==> src/hw/rtl/tslnf_pkg.sv <==
package tslnf_pkg;

    // line number formatting
    localparam int NUMBER_DIGITS = 6;
    localparam int BCD_DIGITS    = 6;
    localparam int BCD_W         = 4 * BCD_DIGITS;
    localparam logic [BCD_W-1:0] BCD_MAX = {BCD_DIGITS{4'h9}};

    localparam int SIG_W = $clog2(BCD_DIGITS + 1);
    localparam int PAD_W = $clog2(NUMBER_DIGITS + 1);
    localparam int CNT_W = (PAD_W > SIG_W) ? ((PAD_W > 3) ? PAD_W : 3)
                                           : ((SIG_W > 3) ? SIG_W : 3);

    // configuration port
    localparam int CFG_ADDR_W = 3;

    localparam logic [CFG_ADDR_W-1:0] REG_NUMBER_ALL       = 3'd0;
    localparam logic [CFG_ADDR_W-1:0] REG_NUMBER_NONBLANK  = 3'd1;
    localparam logic [CFG_ADDR_W-1:0] REG_SHOW_ENDS        = 3'd2;
    localparam logic [CFG_ADDR_W-1:0] REG_SQUEEZE_BLANK    = 3'd3;
    localparam logic [CFG_ADDR_W-1:0] REG_SHOW_TABS        = 3'd4;
    localparam logic [CFG_ADDR_W-1:0] REG_SHOW_NONPRINTING = 3'd5;

    // characters
    localparam logic [7:0] CH_TAB    = 8'h09;
    localparam logic [7:0] CH_NL     = 8'h0A;
    localparam logic [7:0] CH_SPACE  = 8'h20;
    localparam logic [7:0] CH_DOLLAR = 8'h24;
    localparam logic [7:0] CH_DASH   = 8'h2D;
    localparam logic [7:0] CH_ZERO   = 8'h30;
    localparam logic [7:0] CH_QUEST  = 8'h3F;
    localparam logic [7:0] CH_UPPER_I = 8'h49;
    localparam logic [7:0] CH_UPPER_M = 8'h4D;
    localparam logic [7:0] CH_CARET  = 8'h5E;
    localparam logic [7:0] CH_DEL    = 8'h7F;
    localparam logic [7:0] CH_CTRL_END  = 8'h20;
    localparam logic [7:0] CH_META_LO   = 8'h80;
    localparam logic [7:0] CH_META_HI   = 8'h9F;
    localparam logic [7:0] CARET_OFFSET = 8'h40;

    // shape of the byte body
    typedef enum logic [1:0] {
        BODY_PLAIN,
        BODY_CARET,
        BODY_META
    } body_kind_t;

    typedef struct packed {
        logic             number_all;
        logic             number_nonblank;
        logic             show_ends;
        logic             squeeze_blank;
        logic             show_tabs;
        logic             show_nonprinting;
    } cfg_t;

    // everything the emitter needs to produce one item's output
    typedef struct packed {
        logic             num_en;
        logic [BCD_W-1:0] count;
        logic [SIG_W-1:0] sig;
        logic [PAD_W-1:0] pad;
        logic             dollar;
        body_kind_t       kind;
        logic [7:0]       body_char;
    } job_t;

endpackage

==> src/hw/rtl/tslnf_emit.sv <==
module tslnf_emit (
    input  logic              aclk,
    input  logic              aresetn,
    input  logic              load_i,
    input  tslnf_pkg::job_t   job_i,
    output logic              ready_o,
    output logic              m_valid,
    input  logic              m_ready,
    output logic [7:0]        m_out_byte,
    output logic              m_last
);
    import tslnf_pkg::*;

    typedef enum logic [2:0] {
        PH_PAD,
        PH_DIGIT,
        PH_TAB,
        PH_DOLLAR,
        PH_BODY
    } phase_t;

    job_t             job_reg, job_next;
    logic             job_valid_reg, job_valid_next;
    phase_t           phase_reg, phase_next;
    logic [CNT_W-1:0] cnt_reg, cnt_next;
    logic             m_valid_reg, m_valid_next;
    logic [7:0]       m_byte_reg, m_byte_next;
    logic             m_last_reg, m_last_next;

    logic [CNT_W-1:0] phase_len;
    logic             phase_done;
    logic             final_step;
    logic             out_free;
    logic             step;
    phase_t           phase_after;
    phase_t           phase_start;
    logic [SIG_W-1:0] dig_idx;
    logic [3:0]       nib;
    logic [7:0]       byte_c;

    // length of the current phase
    always_comb begin
        case (phase_reg)
            PH_PAD:   phase_len = CNT_W'(job_reg.pad);
            PH_DIGIT: phase_len = CNT_W'(job_reg.sig);
            PH_BODY: begin
                case (job_reg.kind)
                    BODY_CARET: phase_len = CNT_W'(2);
                    BODY_META:  phase_len = CNT_W'(4);
                    default:    phase_len = CNT_W'(1);
                endcase
            end
            default:  phase_len = CNT_W'(1);
        endcase
    end

    assign phase_done = (cnt_reg + CNT_W'(1)) == phase_len;
    assign final_step = (phase_reg == PH_BODY) && phase_done;
    assign out_free   = !m_valid_reg || m_ready;
    assign step       = job_valid_reg && out_free;
    assign ready_o    = !job_valid_reg || (out_free && final_step);

    // phase order, skipping empty ones
    always_comb begin
        case (phase_reg)
            PH_PAD:   phase_after = PH_DIGIT;
            PH_DIGIT: phase_after = PH_TAB;
            PH_TAB:   phase_after = job_reg.dollar ? PH_DOLLAR : PH_BODY;
            default:  phase_after = PH_BODY;
        endcase
    end

    always_comb begin
        if (job_i.num_en) begin
            phase_start = (job_i.pad != '0) ? PH_PAD : PH_DIGIT;
        end else begin
            phase_start = job_i.dollar ? PH_DOLLAR : PH_BODY;
        end
    end

    // digit select, most significant first
    assign dig_idx = job_reg.sig - SIG_W'(1) - cnt_reg[SIG_W-1:0];

    always_comb begin
        nib = 4'h0;
        for (int i = 0; i < BCD_DIGITS; i++) begin
            if (dig_idx == SIG_W'(i)) begin
                nib = job_reg.count[4*i +: 4];
            end
        end
    end

    // byte for the current position
    always_comb begin
        case (phase_reg)
            PH_PAD:    byte_c = CH_SPACE;
            PH_DIGIT:  byte_c = CH_ZERO + {4'b0000, nib};
            PH_TAB:    byte_c = CH_TAB;
            PH_DOLLAR: byte_c = CH_DOLLAR;
            PH_BODY: begin
                case (job_reg.kind)
                    BODY_CARET: byte_c = (cnt_reg == '0) ? CH_CARET : job_reg.body_char;
                    BODY_META: begin
                        case (cnt_reg[1:0])
                            2'd0:    byte_c = CH_UPPER_M;
                            2'd1:    byte_c = CH_DASH;
                            2'd2:    byte_c = CH_CARET;
                            default: byte_c = job_reg.body_char;
                        endcase
                    end
                    default:    byte_c = job_reg.body_char;
                endcase
            end
            default:   byte_c = job_reg.body_char;
        endcase
    end

    // sequencer and output register
    always_comb begin
        job_next       = job_reg;
        job_valid_next = job_valid_reg;
        phase_next     = phase_reg;
        cnt_next       = cnt_reg;
        m_valid_next   = m_valid_reg;
        m_byte_next    = m_byte_reg;
        m_last_next    = m_last_reg;

        if (step) begin
            m_valid_next = 1'b1;
            m_byte_next  = byte_c;
            m_last_next  = final_step;
            if (phase_done) begin
                phase_next = phase_after;
                cnt_next   = '0;
            end else begin
                cnt_next = cnt_reg + CNT_W'(1);
            end
            if (final_step) begin
                job_valid_next = 1'b0;
            end
        end else if (m_ready) begin
            m_valid_next = 1'b0;
        end

        if (load_i) begin
            job_next       = job_i;
            job_valid_next = 1'b1;
            phase_next     = phase_start;
            cnt_next       = '0;
        end
    end

    always_ff @(posedge aclk) begin
        if (!aresetn) begin
            job_valid_reg <= 1'b0;
            phase_reg     <= PH_BODY;
            cnt_reg       <= '0;
            m_valid_reg   <= 1'b0;
        end else begin
            job_valid_reg <= job_valid_next;
            phase_reg     <= phase_next;
            cnt_reg       <= cnt_next;
            m_valid_reg   <= m_valid_next;
            job_reg       <= job_next;
            m_byte_reg    <= m_byte_next;
            m_last_reg    <= m_last_next;
        end
    end

    assign m_valid    = m_valid_reg;
    assign m_out_byte = m_byte_reg;
    assign m_last     = m_last_reg;

endmodule

==> src/hw/rtl/text_stream_line_number_filter.sv <==
// Line numbering text filter with cat-style display options.
// Input channel (s_valid/s_ready): one text byte per transfer, with
// s_start_of_file set on the first byte of a new file to restart the
// line count and the blank line tracking.
// Output channel (m_valid/m_ready): transformed bytes, m_last set on the
// final byte produced for each input byte. A squeezed blank line gives
// no output transfer at all.
// Configuration: cfg_wr_en writes bit 0 of cfg_wdata to the option at
// cfg_addr (0 number_all .. 5 show_nonprinting); other indexes are
// ignored. Write only while the block is idle.
// Path: input byte to the job register, then to the output register.
// Throughput: an input byte producing n output bytes holds the input
// until the sequencer sends its last byte; plain bytes flow at one per
// cycle unless m_ready stalls. Numbered lines add 7 bytes of prefix.
// Reset: options clear, line count zero, output empty, input ready.
// A stalled receiver holds the output register; the input keeps taking
// bytes until the pending job register is also occupied.
module text_stream_line_number_filter (
    input  logic                             aclk,
    input  logic                             aresetn,
    input  logic                             cfg_wr_en,
    input  logic [tslnf_pkg::CFG_ADDR_W-1:0] cfg_addr,
    input  logic                             cfg_wdata,
    input  logic                             s_valid,
    output logic                             s_ready,
    input  logic [7:0]                       s_in_byte,
    input  logic                             s_start_of_file,
    output logic                             m_valid,
    input  logic                             m_ready,
    output logic [7:0]                       m_out_byte,
    output logic                             m_last
);
    import tslnf_pkg::*;

    cfg_t             cfg_reg, cfg_next;
    logic             prev_nl_reg, prev_nl_next;
    logic             last_blank_reg, last_blank_next;
    logic [BCD_W-1:0] line_count_reg, line_count_next;

    logic             accept;
    logic             pwn;
    logic             lwb;
    logic [BCD_W-1:0] cnt_base;
    logic [BCD_W-1:0] cnt_inc;
    logic             carry;
    logic             is_nl;
    logic             squeeze;
    logic             numbering;
    logic [SIG_W-1:0] sig_c;
    logic [PAD_W-1:0] pad_c;
    job_t             job_c;
    logic             emit_ready;

    // configuration writes
    always_comb begin
        cfg_next = cfg_reg;
        if (cfg_wr_en) begin
            case (cfg_addr)
                REG_NUMBER_ALL:       cfg_next.number_all       = cfg_wdata;
                REG_NUMBER_NONBLANK:  cfg_next.number_nonblank  = cfg_wdata;
                REG_SHOW_ENDS:        cfg_next.show_ends        = cfg_wdata;
                REG_SQUEEZE_BLANK:    cfg_next.squeeze_blank    = cfg_wdata;
                REG_SHOW_TABS:        cfg_next.show_tabs        = cfg_wdata;
                REG_SHOW_NONPRINTING: cfg_next.show_nonprinting = cfg_wdata;
                default: ;
            endcase
        end
    end

    assign accept = s_valid && s_ready;

    // line state as seen by this byte
    assign pwn      = s_start_of_file ? 1'b1 : prev_nl_reg;
    assign lwb      = s_start_of_file ? 1'b0 : last_blank_reg;
    assign cnt_base = s_start_of_file ? '0 : line_count_reg;
    assign is_nl    = (s_in_byte == CH_NL);

    assign squeeze   = cfg_reg.squeeze_blank && pwn && is_nl && lwb;
    assign numbering = pwn && ((cfg_reg.number_all && !cfg_reg.number_nonblank) ||
                               (cfg_reg.number_nonblank && !is_nl));

    // bcd increment with saturation
    always_comb begin
        cnt_inc = cnt_base;
        carry   = 1'b1;
        if (cnt_base >= BCD_MAX) begin
            cnt_inc = BCD_MAX;
        end else begin
            for (int i = 0; i < BCD_DIGITS; i++) begin
                if (carry) begin
                    if (cnt_base[4*i +: 4] == 4'h9) begin
                        cnt_inc[4*i +: 4] = 4'h0;
                    end else begin
                        cnt_inc[4*i +: 4] = cnt_base[4*i +: 4] + 4'h1;
                        carry = 1'b0;
                    end
                end
            end
        end
    end

    // significant digits and left padding of the new count
    always_comb begin
        sig_c = SIG_W'(1);
        for (int i = 0; i < BCD_DIGITS; i++) begin
            if (cnt_inc[4*i +: 4] != 4'h0) begin
                sig_c = SIG_W'(i + 1);
            end
        end
        if (NUMBER_DIGITS > int'(sig_c)) begin
            pad_c = PAD_W'(NUMBER_DIGITS - int'(sig_c));
        end else begin
            pad_c = '0;
        end
    end

    // job for the emitter
    always_comb begin
        job_c.num_en = numbering;
        job_c.count  = cnt_inc;
        job_c.sig    = sig_c;
        job_c.pad    = pad_c;
        job_c.dollar = cfg_reg.show_ends && is_nl;
        if (cfg_reg.show_tabs && s_in_byte == CH_TAB) begin
            job_c.kind      = BODY_CARET;
            job_c.body_char = CH_UPPER_I;
        end else if (cfg_reg.show_nonprinting && s_in_byte < CH_CTRL_END && !is_nl &&
                     s_in_byte != CH_TAB) begin
            job_c.kind      = BODY_CARET;
            job_c.body_char = s_in_byte + CARET_OFFSET;
        end else if (cfg_reg.show_nonprinting && s_in_byte == CH_DEL) begin
            job_c.kind      = BODY_CARET;
            job_c.body_char = CH_QUEST;
        end else if (cfg_reg.show_nonprinting && s_in_byte >= CH_META_LO &&
                     s_in_byte <= CH_META_HI) begin
            job_c.kind      = BODY_META;
            job_c.body_char = s_in_byte - CARET_OFFSET;
        end else begin
            job_c.kind      = BODY_PLAIN;
            job_c.body_char = s_in_byte;
        end
    end

    // line state update on each input transfer
    always_comb begin
        prev_nl_next    = prev_nl_reg;
        last_blank_next = last_blank_reg;
        line_count_next = line_count_reg;
        if (accept) begin
            if (squeeze) begin
                prev_nl_next    = 1'b1;
                last_blank_next = lwb;
                line_count_next = cnt_base;
            end else begin
                prev_nl_next    = is_nl;
                last_blank_next = pwn && is_nl;
                line_count_next = numbering ? cnt_inc : cnt_base;
            end
        end
    end

    always_ff @(posedge aclk) begin
        if (!aresetn) begin
            cfg_reg        <= '0;
            prev_nl_reg    <= 1'b1;
            last_blank_reg <= 1'b0;
            line_count_reg <= '0;
        end else begin
            cfg_reg        <= cfg_next;
            prev_nl_reg    <= prev_nl_next;
            last_blank_reg <= last_blank_next;
            line_count_reg <= line_count_next;
        end
    end

    assign s_ready = emit_ready;

    tslnf_emit u_emit (
        .aclk       (aclk),
        .aresetn    (aresetn),
        .load_i     (accept && !squeeze),
        .job_i      (job_c),
        .ready_o    (emit_ready),
        .m_valid    (m_valid),
        .m_ready    (m_ready),
        .m_out_byte (m_out_byte),
        .m_last     (m_last)
    );

endmodule

==> config.mk <==
export PLATFORM = sky130hd
export DESIGN_NAME = text_stream_line_number_filter
export DESIGN_NICKNAME = d
export VERILOG_FILES = /design/src/hw/rtl/tslnf_pkg.sv /design/src/hw/rtl/tslnf_emit.sv /design/src/hw/rtl/text_stream_line_number_filter.sv
export SDC_FILE = /design/constraint.sdc
export NUM_CORES = 1
export LEC_CHECK = 0
export BUFFER_PORTS_ARGS = -buffer_cell sky130_fd_sc_hd__buf_2
export CORE_ASPECT_RATIO = 0.8
export CORE_UTILIZATION = 40
export CTS_BUF_LIST = sky130_fd_sc_hd__clkbuf_8 sky130_fd_sc_hd__clkbuf_16
export DETAILED_ROUTE_END_ITERATION = 7
export GPL_TIMING_DRIVEN = 0
export PLACE_DENSITY = 0.61
export SYNTH_ARGS = -nofsm -noshare
export SYNTH_HDL_FRONTEND = slang
export SYNTH_SLANG_ARGS = --single-unit
==> constraint.sdc <==
create_clock -name aclk -period 4.9 [get_ports aclk]
set_input_delay 0.98 -clock aclk [delete_from_list [all_inputs] [get_ports aclk]]
set_output_delay 0.98 -clock aclk [all_outputs]
set_load 0.02 [all_outputs]
==> summary.md, run 1 <==
| Metric | Value |
|---|---|
| Outcome | `complete, no violations` |
| Net count of the mapped netlist | `625` |
| Worst reg2reg path startpoint | `line_count_reg[4]` |
| Met1 Wirelength | `slightly above 7000 um` |
| Worst slack, placed | `-0.688 ns` |
| Ports placed on the boundary | `29` |
| Wire per inst | `17.6 um` |
| Synthesis-to-finish area growth | `14.5%` |
| Pwr Total | `about 1900 uW` |
| Worst-margin pin slew | `slightly below 0.9 ns` |
| Global route total overflow | `0` |
| Number of global-route vias before repair | `about 4300` |
| Starting Density | `between 40% and 50%` |
| # setup viols final | `0` |
| Synthesized flop and latch total | `90` |
| Post-route fraction of the period consumed by the critical path | `a little over nine tenths` |
| Total routed wirelength | `14300 um` |
| Classification of the worst-slack hold path | `flop to flop` |
| Dominant cells by area after synthesis | `sky130_fd_sc_hd__edfxtp_1 (27%), sky130_fd_sc_hd__dfxtp_1 (15%), sky130_fd_sc_hd__ha_1 (4.1%)` |
| Initial antenna violation count | `0` |
| Met2 wire length | `slightly below 6000 um` |
| Synth area leader | `sky130_fd_sc_hd__edfxtp_1` |
| Cell with the most instances after synthesis | `sky130_fd_sc_hd__nand2_1` |
| Max transition margin | `a little over two fifths` |
| Number of enable-type register cells in the synthesized netlist | `50` |
| Final worst-path setup slack | `0.207 ns` |
| Antenna diode count | `0` |
| Mean post-synth cell area | `roughly 9.3 um2` |
| Primary FF master, synth | `sky130_fd_sc_hd__edfxtp_1` |
| Standard cell area after detailed placement | `0.00586 mm2` |
| Tot GR Track Use | `a little over a fifth` |
| Root buffer selected by CTS | `sky130_fd_sc_hd__clkbuf_16` |
| Portion of the post-synthesis area used by sequential elements | `about 42%` |
| Number of distinct library cell variants in the gate-level netlist after synthesis | `80` |
| Cell seen most often among critical-path stages | `sky130_fd_sc_hd__ha_1` |
| Clock transition at the registers of the reported paths | `0.06 ns` |
| Worst path bufs/invs | `4` |
| Synthesized area | `between 0.005 and 0.006 mm2` |
| Post-Layout Inst Area | `approximately 0.0063 mm2` |
| Post-synth top area share | `27.4%` |
| Minimum setup slack among reg-to-reg paths | `around 1.1 ns` |
| Chip Width | `around 130 um` |
| Layout cells sized above 1 | `13.7%` |
| Cell at the slowest stage of the critical path | `sky130_fd_sc_hd__nor4bb_4` |
| Final Critical Period | `about 4.7 ns` |
| Htree depth | `3` |
| Amount of wire on met3 after detailed routing | `approximately 1100 um` |
| Min-Delay Path Depth | `2` |
| Async set-reset flop share out of synthesis | `0%` |
| CTS sink count | `90` |
| Number of nets in the layout | `about 670` |
| Wire length of the first global-routing pass | `22500 um` |
| Start point of the worst hold path | `last_blank_reg` |
| Family of cells with the greatest summed delay on the critical path | `simple AND/OR/NAND/NOR gates` |
| Die area | `between 0.01 and 0.015 mm2` |
| Static power due to leakage | `~0.0023 uW` |
| Power per standard cell area | `between 300 and 400 mW/mm2` |
| Post-DRT Antenna Nets | `0` |
| Hold endpoint | `last_blank_reg` |
| Kind of end point of the critical path | `flop` |
| Buffers on Ports | `28` |
| Die Span Y | `107 um` |
| Synth top cells by count | `sky130_fd_sc_hd__nand2_1 (58), sky130_fd_sc_hd__edfxtp_1 (50), sky130_fd_sc_hd__nor2_1 (47)` |
| Worst hold margin | `between 0.4 and 0.5 ns` |
| Crit path launch type | `input port` |
| Clock buffers created by TritonCTS | `9` |
| Hold-fix buffer count after cts | `0` |
| Final Hold Violating Endpoints | `0` |
| Largest net degree at the start of global routing | `28` |
| Critical path data arrival time | `4.94 ns` |
| Number of warning messages in the yosys log | `0` |
| Worst-Skew Late Latency | `0.35 ns` |
| Number of detailed-routing iterations run before antenna repair | `5` |
| Detailed placement HPWL | `about 11000 um` |
| # DRC | `0` |
| Top layer reached by signal wires | `met4` |
| IR Drop Worst-Case VDD | `0.000196 V` |
| Mapped Cells | `between 500 and 600` |
| Largest stage delay on the critical path | `0.42 ns` |
| Clock tree from TritonCTS | `done` |
| DRC violation total after the first TritonRoute iteration | `around 320` |
| RSZ-0062 raised after global routing | `no` |
| Ratio of routed vias to standard cells | `~5.8` |
| Pins over their slew limit | `0` |
| Worst Path Class, Setup | `input port to flop` |
| Area of the placeable core | `0.0131 mm2` |
| End of the worst register-to-register path | `u_emit.phase_reg[0]` |
| Fill cell total of the finished layout | `roughly 1300` |
| Last weighted congestion value of the routability-driven placer | `a little under 0.9` |
| Clock Skews | `~0.0076 ns` |
| Required time of the critical path | `5.14 ns` |
| Largest fanout on the critical path | `10` |
| Number of cell instances on the worst register-to-register path | `13` |
| Count of maximum capacitance violations | `0` |
| Number of flip-flops under the largest register name | `41` |
| Cell Chain, Critical Path | `buf_2 -> buf_6 -> clkbuf_2 -> clkbuf_4 -> nor2b_1 -> ha_1 -> nor4bb_4 -> nand3_1 -> or3_1 -> a311o_1 -> nand3_2 -> a22oi_2 -> ha_1 -> nor2_1 -> o221a_2 -> o221ai_2 -> a21bo_1` |
| Total vias in the final route | `about 4700` |
| Row count | `37` |
| Fmax | `about 210 MHz` |
| Largest buffer count on any clock path | `2` |
## final cells by class
class / instances / area, um2 / area share, %
Tap cell: 175 / 219 / 3.49
Sequential cell: 90 / 2300 / 36.7
Timing Repair Buffer: 31 / 175 / 2.79
Multi-Input combinational cell: 435 / 2980 / 47.4
Clock inverter: 6 / 88.8 / 1.42
Buffer: 34 / 163 / 2.59
Clock buffer: 10 / 239 / 3.81
Inverter: 29 / 109 / 1.74
## tightest hold or removal path, stage by stage (launching register included)
cell	delay (ns)
sky130_fd_sc_hd__dfxtp_1	0.32
sky130_fd_sc_hd__nand2_1	0.05
sky130_fd_sc_hd__a21oi_1	0.05
## metal layers
layer / vias up / track usage [%]
li1: 2277 / -
met1: 2234 / 31.2
met2: 169 / 28.9
met3: 19 / 4.73
met4: 0 / 7.47
met5: - / 0
## kinds of logic (layout without fill, tap and decap cells)
| family | Yosys count | count (layout) | share of synthesized area [%] |
|---|---|---|---|
| xor gates and xnor gates | 16 | 16 | 2.56 |
| adders and majority gates | 19 | 19 | 4.48 |
| muxes | 18 | 18 | 3.82 |
| and+or+nand+nor | 232 | 232 | 22.7 |
| AOI/OAI and AO/OA | 150 | 150 | 19.6 |
| DFF | 90 | 90 | 42.0 |
| buffers and inverters | 63 | 110 | 4.78 |
## how the worst max path moves through the flow
stage                               start                   to  slack [ns]  cells after the start
final                     s_start_of_file  u_emit.phase_reg[0]        0.21                     17
after global routing      s_start_of_file  u_emit.phase_reg[0]       0.003                     18
after CTS                 s_start_of_file  u_emit.phase_reg[0]        0.03                     18
after detailed placement  s_start_of_file  u_emit.phase_reg[0]       -0.69                     17
after global placement    s_start_of_file  u_emit.phase_reg[0]       -0.65                     17
after floorplan           s_start_of_file  u_emit.phase_reg[0]        0.30                     17
## where the power goes
group	switching, uW	internal (uW)
Combinational	168	96.0
Clock	305	462
Sequential	17.9	836
## per-stage QoR
stage | cells | utilization (%) | setup TNS, ns
after floorplan | 588 | - | 0
after global placement | 791 | 44.5 | -14.24
after detailed placement | 792 | 44.7 | -1.65
after CTS | 808 | 47.6 | 0
after global routing | 810 | 47.9 | 0
final | 810 | 47.9 | 0
## cells in the final DEF, fill, tap and decap left out, types with 13 or more instances in the layout
cell                       netlist  routed
sky130_fd_sc_hd__o21ai_0        36      35
sky130_fd_sc_hd__nor2_1         47      46
sky130_fd_sc_hd__inv_1          28      28
sky130_fd_sc_hd__nor2b_1        20      19
sky130_fd_sc_hd__ha_1           18      18
sky130_fd_sc_hd__dfxtp_1        40      40
sky130_fd_sc_hd__clkbuf_1       23      20
sky130_fd_sc_hd__nand3_1        17      17
sky130_fd_sc_hd__a22o_1         23      23
sky130_fd_sc_hd__nand2_1        58      58
sky130_fd_sc_hd__edfxtp_1       50      50
sky130_fd_sc_hd__mux2i_1        13      13
sky130_fd_sc_hd__buf_2           8      37
sky130_fd_sc_hd__a21oi_1        26      26
sky130_fd_sc_hd__nor3_1         19      19
## repair_timing
item,in CTS,in global routing
setup buffers,0,2
cloned,0,0
setup endpoints to repair,2,3
pin swaps,0,1
resized for setup,7,12
(Power assumes the default switching activity.)
==> run 2, diff against run 1 <==
Settings changed: CTS_BUF_LIST sky130_fd_sc_hd__clkbuf_8 sky130_fd_sc_hd__clkbuf_16 to sky130_fd_sc_hd__clkbuf_16.
==> summary.md, run 2 (synthesized netlist as in run 1, its figures left out) <==
| Metric | Value |
|---|---|
| Last weighted congestion value of the routability-driven placer | `0.886 (unchanged)` |
| RSZ-0062 raised after global routing | `no` |
| Kind of end point of the critical path | `flop` |
| Number of detailed-routing iterations run before antenna repair | `5 (unchanged)` |
| Largest buffer count on any clock path | `2 (unchanged)` |
| Layout cells sized above 1 | `13.5% (-0.16 points)` |
| Clock buffers created by TritonCTS | `9 (unchanged)` |
| Htree depth | `3 (unchanged)` |
| Starting Density | `41.8% (unchanged)` |
| Clock transition at the registers of the reported paths | `0.06 ns (about the same)` |
| Ports placed on the boundary | `29 (unchanged)` |
| Final core utilization | `47.8% (-0.076 points)` |
| Ratio of routed vias to standard cells | `5.80 (about the same)` |
| Clock Skews | `0.00752 ns (-0.0000444 ns)` |
| Global route total overflow | `0 (unchanged)` |
| Number of global-route vias before repair | `4259 (unchanged)` |
| Worst slack, placed | `-0.688 ns (unchanged)` |
| # DRC | `0 (unchanged)` |
| Final Hold Violating Endpoints | `0 (unchanged)` |
| Total routed wirelength | `14200 um (about the same)` |
| Count of maximum capacitance violations | `0 (unchanged)` |
| IR Drop Worst-Case VDD | `0.000196 V (about the same)` |
| Clock tree from TritonCTS | `done` |
| Final Critical Period | `4.70 ns (+0.00548 ns)` |
| Power per standard cell area | `299 mW/mm2 (-0.65%)` |
| Row count | `37 (unchanged)` |
| Initial antenna violation count | `0 (unchanged)` |
| Leading cell types in the layout, fill and taps excluded | `sky130_fd_sc_hd__nand2_1 (58), sky130_fd_sc_hd__edfxtp_1 (50), sky130_fd_sc_hd__nor2_1 (46), sky130_fd_sc_hd__dfxtp_1 (40), sky130_fd_sc_hd__buf_2 (37)` |
| Required time of the critical path | `5.14 ns (about the same)` |
| Die Span Y | `107 um (unchanged)` |
| Worst-Skew Late Latency | `0.35 ns (about the same)` |
| Wire per inst | `17.6 um (about the same)` |
| Standard cell area after detailed placement | `0.00586 mm2 (unchanged)` |
| Antenna diode count | `0 (unchanged)` |
| Post-route fraction of the period consumed by the critical path | `95.9% (+0.11 points)` |
| CTS sink count | `90 (unchanged)` |
| Detailed placement HPWL | `10500 um (unchanged)` |
| Wire length of the first global-routing pass | `22500 um (unchanged)` |
| Die area | `0.0142 mm2 (unchanged)` |
| Pwr Total | `1870 uW (-0.81%)` |
| Total vias in the final route | `4697 (-0.043%)` |
| Crit path launch type | `input port` |
| Buffers on Ports | `28 (unchanged)` |
| Worst Path Class, Setup | `input port to flop` |
| Number of flip-flops under the largest register name | `41 (unchanged)` |
| Fmax | `213 MHz (-0.12%)` |
| Worst-margin pin slew | `0.869 ns (unchanged)` |
| Largest fanout on the critical path | `10 (unchanged)` |
| Static power due to leakage | `0.00232 uW (-0.24%)` |
| Pins over their slew limit | `0 (unchanged)` |
| Chip Width | `133 um (unchanged)` |
| DRC violation total after the first TritonRoute iteration | `323 (unchanged)` |
| Area of the placeable core | `0.0131 mm2 (unchanged)` |
| Tot GR Track Use | `20.8% (unchanged)` |
| Number of non-filler instances in the completed layout | `810 (unchanged)` |
| Largest net degree at the start of global routing | `28 (unchanged)` |
| Synthesis-to-finish area growth | `14.4%` |
| Total placed cells including tap cells | `792 (unchanged)` |
| Outcome | `complete, no violations` |
| Critical path data arrival time | `4.94 ns (about the same)` |
| Most common cell after layout, fill and taps aside | `sky130_fd_sc_hd__nand2_1` |
| Classification of the worst-slack hold path | `flop to flop` |
| Post-Layout Inst Area | `0.00626 mm2 (-0.16%)` |
| Post-DRT Antenna Nets | `0 (unchanged)` |
| Final worst-path setup slack | `0.201 ns (-0.00548 ns)` |
| # setup viols final | `0 (unchanged)` |
| Root buffer selected by CTS | `sky130_fd_sc_hd__clkbuf_16` |
| Number of nets in the layout | `667 (unchanged)` |
| Max transition margin | `41.9% (unchanged)` |
==> run 2: cell count changes in the layout (fill, tap and decap cells not counted) <==
cell and change:
sky130_fd_sc_hd__clkbuf_8 -1, sky130_fd_sc_hd__clkinv_1 +1
==> run 2: power breakdown <==
part           total, uW  switching, uW  internal (uW)
Clock                751            305            446
Sequential           854           17.9            836
Combinational        264            168           96.0
Total               1870            492           1380
==> run 2: critical path, cell delays in order <==
cell                       delay [ns]
sky130_fd_sc_hd__buf_2           0.11
sky130_fd_sc_hd__buf_6           0.14
sky130_fd_sc_hd__clkbuf_2        0.22
sky130_fd_sc_hd__clkbuf_4        0.26
sky130_fd_sc_hd__nor2b_1         0.24
sky130_fd_sc_hd__ha_1            0.26
sky130_fd_sc_hd__nor4bb_4        0.43
sky130_fd_sc_hd__nand3_1         0.28
sky130_fd_sc_hd__or3_1           0.40
sky130_fd_sc_hd__a311o_1         0.39
sky130_fd_sc_hd__nand3_2         0.12
sky130_fd_sc_hd__a22oi_2         0.12
sky130_fd_sc_hd__ha_1            0.34
sky130_fd_sc_hd__nor2_1          0.05
sky130_fd_sc_hd__o221a_2         0.25
sky130_fd_sc_hd__o221ai_2        0.13
sky130_fd_sc_hd__a21bo_1         0.21
==> run 2: repair_timing <==
| item | in CTS | in global routing |
|---|---|---|
| pin swaps | 0 | 1 |
| hold buffers | 0 | 0 |
| setup endpoints to repair | 2 | 3 |
| resized for setup | 7 | 12 |
| buffers inserted | 0 | 2 |
==> run 2: layer usage <==
metal	vias to the layer above	GRT usage, %	routed length (um)
met4	0	7.47	242
met1	2231	31.2	7100
met2	169	28.9	5890
met3	19	4.73	1020
li1	2278	-	-
met5	-	0	0
==> run 2: area by class of cell <==
class	count	area [um2]
timing repair buffer	31	175
clock buffer	9	225
sequential	90	2300
tap	175	219
fill	1260	6840
inverter	29	109
buffer	34	163
multi-input combinational	435	2980
clock inverter	7	92.6
==> run 2: worst paths after layout <==
| kind | from | endpoint | slack [ns] | depth (start not counted) |
|---|---|---|---|---|
| max | s_start_of_file | u_emit.phase_reg[0] | 0.20 | 17 |
| min | last_blank_reg | last_blank_reg | 0.47 | 2 |
| max reg2reg | line_count_reg[4] | u_emit.phase_reg[0] | 1.07 | 13 |
| min reg2reg | last_blank_reg | last_blank_reg | 0.47 | 2 |
==> run 2: per-stage QoR <==
step / setup TNS (ns) / hold slack, ns
2_1_floorplan: 0 / 0.432
5_1_grt: 0 / 0.517
3_3_place_gp: -14.24 / 0.444
6_report: 0 / 0.471
3_5_place_dp: -1.65 / 0.462
4_1_cts: 0 / 0.474
==> run 3, diff against run 2 <==
Settings changed: ABC_AREA from default to 1.
==> summary.md, run 3 <==
| Metric | Value |
|---|---|
| Classification of the worst-slack hold path | `flop to flop` |
| Number of detailed-routing iterations run before antenna repair | `7 (+2)` |
| Largest buffer count on any clock path | `2 (unchanged)` |
| Number of enable-type register cells in the synthesized netlist | `50 (unchanged)` |
| Ports placed on the boundary | `29 (unchanged)` |
| Last weighted congestion value of the routability-driven placer | `0.925 (+4.5%)` |
| Starting Density | `41.4% (-0.40 points)` |
| Cell seen most often among critical-path stages | `sky130_fd_sc_hd__nand2_1` |
| Initial antenna violation count | `0 (unchanged)` |
| Dominant cells by area after synthesis | `sky130_fd_sc_hd__edfxtp_1 (25%), sky130_fd_sc_hd__dfxtp_1 (13%), sky130_fd_sc_hd__nand2_1 (9.8%)` |
| Die area | `0.0154 mm2 (+9.0%)` |
| Tot GR Track Use | `21.5% (+0.66 points)` |
| Portion of the post-synthesis area used by sequential elements | `38.5% (-3.5 points)` |
| Required time of the critical path | `5.13 ns (about the same)` |
| Htree depth | `3 (unchanged)` |
| Final Critical Period | `4.44 ns (-0.256 ns)` |
| Async set-reset flop share out of synthesis | `0% (unchanged)` |
| Critical path data arrival time | `4.67 ns (-0.27 ns)` |
| Die Span Y | `111 um (+4.4%)` |
| Outcome | `complete, but fails checks` |
| Synthesized flop and latch total | `90 (unchanged)` |
| Worst Path Class, Setup | `input port to flop` |
| Minimum setup slack among reg-to-reg paths | `1.22 ns (+0.15 ns)` |
| Pins over their slew limit | `0 (unchanged)` |
| # setup viols final | `0 (unchanged)` |
| Share of total power consumed by net switching | `43.1% (+17 points)` |
| Net switching power | `1450 uW (+190%)` |
| Crit path launch type | `input port` |
| Hold-fix buffer count after cts | `0 (unchanged)` |
| Area of the placeable core | `0.0144 mm2 (+10%)` |
| Clock buffers created by TritonCTS | `9 (unchanged)` |
| Largest fanout on the critical path | `10 (unchanged)` |
| Number of instances resized during post-cts repair | `0 (-7)` |
| Layout cells sized above 1 | `13.8% (+0.25 points)` |
| Buffers on Ports | `28 (unchanged)` |
| Total routed wirelength | `16000 um (+12%)` |
| Chip Width | `139 um (+4.4%)` |
| Worst hold margin | `0.457 ns (-0.0141 ns)` |
| Total vias in the final route | `5352 (+14%)` |
| Antenna diode count | `0 (unchanged)` |
| Final Hold Violating Endpoints | `0 (unchanged)` |
| Failing checks | `design-rule violations` |
| IR Drop Worst-Case VDD | `0.000231 V (+18%)` |
| CTS sink count | `90 (unchanged)` |
| Row count | `39 (+5.4%)` |
| Number of distinct library cell variants in the gate-level netlist after synthesis | `49 (-39%)` |
| Wire length of the first global-routing pass | `25800 um (+15%)` |
| Synth top cells by count | `sky130_fd_sc_hd__nand2_1 (156), sky130_fd_sc_hd__inv_1 (109), sky130_fd_sc_hd__o21ai_0 (84)` |
| Final worst-path setup slack | `0.457 ns (+0.256 ns)` |
| RSZ-0062 raised after global routing | `no` |
| Power per standard cell area | `504 mW/mm2 (+69%)` |
| Worst-margin pin slew | `0.708 ns (-0.161 ns)` |
| Largest net degree at the start of global routing | `32 (+14%)` |
| Pwr Total | `3360 uW (+80%)` |
| Max transition margin | `52.7% (+11 points)` |
| Worst slack, placed | `0.158 ns (+0.846 ns)` |
| # DRC | `10 (+10)` |
| Static power due to leakage | `0.00293 uW (+26%)` |
| Number of warning messages in the yosys log | `0 (unchanged)` |
| Mapped Cells | `796 (+35%)` |
| Number of global-route vias before repair | `4843 (+14%)` |
| Post-synth top area share | `25.1% (-2.3 points)` |
| Buffers inserted during post-CTS setup optimization | `0 (unchanged)` |
| Cell with the most instances after synthesis | `sky130_fd_sc_hd__nand2_1` |
| Worst-Skew Late Latency | `0.34 ns (about the same)` |
| Detailed placement HPWL | `12200 um (+16%)` |
| Post-DRT Antenna Nets | `0 (unchanged)` |
| Synthesized area | `0.00598 mm2 (+9.2%)` |
| Clock tree from TritonCTS | `done` |
| DRC violation total after the first TritonRoute iteration | `513 (+59%)` |
| Fill cell total of the finished layout | `1469 (+17%)` |
| Largest stage delay on the critical path | `0.40 ns (-0.03 ns)` |
| Post-route fraction of the period consumed by the critical path | `90.7% (-5.2 points)` |
| Fmax | `225 MHz (+5.8%)` |
| Most common cell after layout, fill and taps aside | `sky130_fd_sc_hd__nand2_1` |
| Wire per inst | `15.6 um (-12%)` |
| Ratio of routed vias to standard cells | `5.22 (-10%)` |
| Post-Layout Inst Area | `0.00667 mm2 (+6.5%)` |
| Clock transition at the registers of the reported paths | `0.07 ns (about the same)` |
| Primary FF master, synth | `sky130_fd_sc_hd__edfxtp_1` |
| Leading cell types in the layout, fill and taps excluded | `sky130_fd_sc_hd__nand2_1 (156), sky130_fd_sc_hd__inv_1 (109), sky130_fd_sc_hd__o21ai_0 (84), sky130_fd_sc_hd__nor2_1 (82), sky130_fd_sc_hd__edfxtp_1 (50)` |
| Standard cell area after detailed placement | `0.00638 mm2 (+8.8%)` |
| Global route total overflow | `0 (unchanged)` |
| Fraction of power consumed by combinational cells | `45.2% (+31 points)` |
| Net count of the mapped netlist | `833 (+33%)` |
| Mean post-synth cell area | `7.51 um2 (-19%)` |
| Synth area leader | `sky130_fd_sc_hd__edfxtp_1` |
| Reg power frac | `34.3% (-11 points)` |
| Cell at the slowest stage of the critical path | `sky130_fd_sc_hd__o311ai_0` |
| Kind of end point of the critical path | `flop` |
| Number of flip-flops under the largest register name | `41 (unchanged)` |
| Count of maximum capacitance violations | `0 (unchanged)` |
| Clock Power Share | `20.5% (-20 points)` |
| Synthesis-to-finish area growth | `11.6%` |
| Root buffer selected by CTS | `sky130_fd_sc_hd__clkbuf_16` |
| Internal power component | `1910 uW (+39%)` |
| Clock Skews | `0.00646 ns (-0.00106 ns)` |
| Number of nets in the layout | `873 (+31%)` |
[run 3: changes by cell type after synthesis, sizes merged, moves of 23 or more]
| cell | delta |
|---|---|
| nand3 | +40 |
| o21ai | +57 |
| nand2 | +110 |
| nor2 | +57 |
| a22o | -23 |
| inv | +88 |
[run 3: logic make-up after synthesis]
family	count (synthesis)	synth area share (%)
xor+xnor	10	1.47
buf+inv	144	9.96
compound gates	168	15.9
simple gates	365	30.1
fa+ha+maj	19	4.10
flops	90	38.5
[run 3: layout make-up]
class                           instances  area [um2]  area share, %
Clock inverter                          7        67.6           1.01
Inverter                              119         449           6.74
Clock buffer                            9         225           3.38
Buffer                                 25         146           2.20
Multi-Input combinational cell        562        3090           46.3
Tap cell                              184         230           3.45
Timing Repair Buffer                   29         160           2.40
Sequential cell                        90        2300           34.5
[run 3: path summary, 6_finish.rpt]
kind / startpoint / end / depth (start not counted)
worst min register to register: cfg_reg[2] / cfg_reg[2] / 2
worst max register to register: line_count_reg[1] / u_emit.phase_reg[0] / 24
worst max-delay path: s_start_of_file / u_emit.phase_reg[0] / 27
worst min-delay path: cfg_reg[2] / cfg_reg[2] / 2
[run 3: per-stage QoR]
step,setup TNS (ns),std cells,utilization (%)
finish,0,1025,46.2
global route,0,1025,46.2
CTS,0,1025,46.2
detailed placement,0,1009,44.1
global placement,-7.41,1008,44.0
floorplan,0,796,-
[run 3: worst max-delay path: cells and delay by family]
family	cells	cell delay (ns)
buffers and inverters	8	1.07
and+or+nand+nor	15	1.71
adders and majority gates	2	0.46
AOI/OAI and AO/OA	2	0.45
[run 3: power by group through the flow]
stage	sequential [uW]	combinational [uW]	clock (uW)
floorplan	1170	1090	0
global placement	1170	1480	0
detailed placement	1170	1500	0
CTS	1150	1510	709
global route	1170	1720	733
finish	1150	1520	689
[run 3: layer usage]
layer / GRT usage [%] / up-vias / part of all wire, %
li1: - / 2734 / -
met1: 33.0 / 2417 / 52
met2: 30.9 / 182 / 40
met3: 3.48 / 19 / 6.1
met4: 6.00 / 0 / 1.3
met5: 0 / - / 0
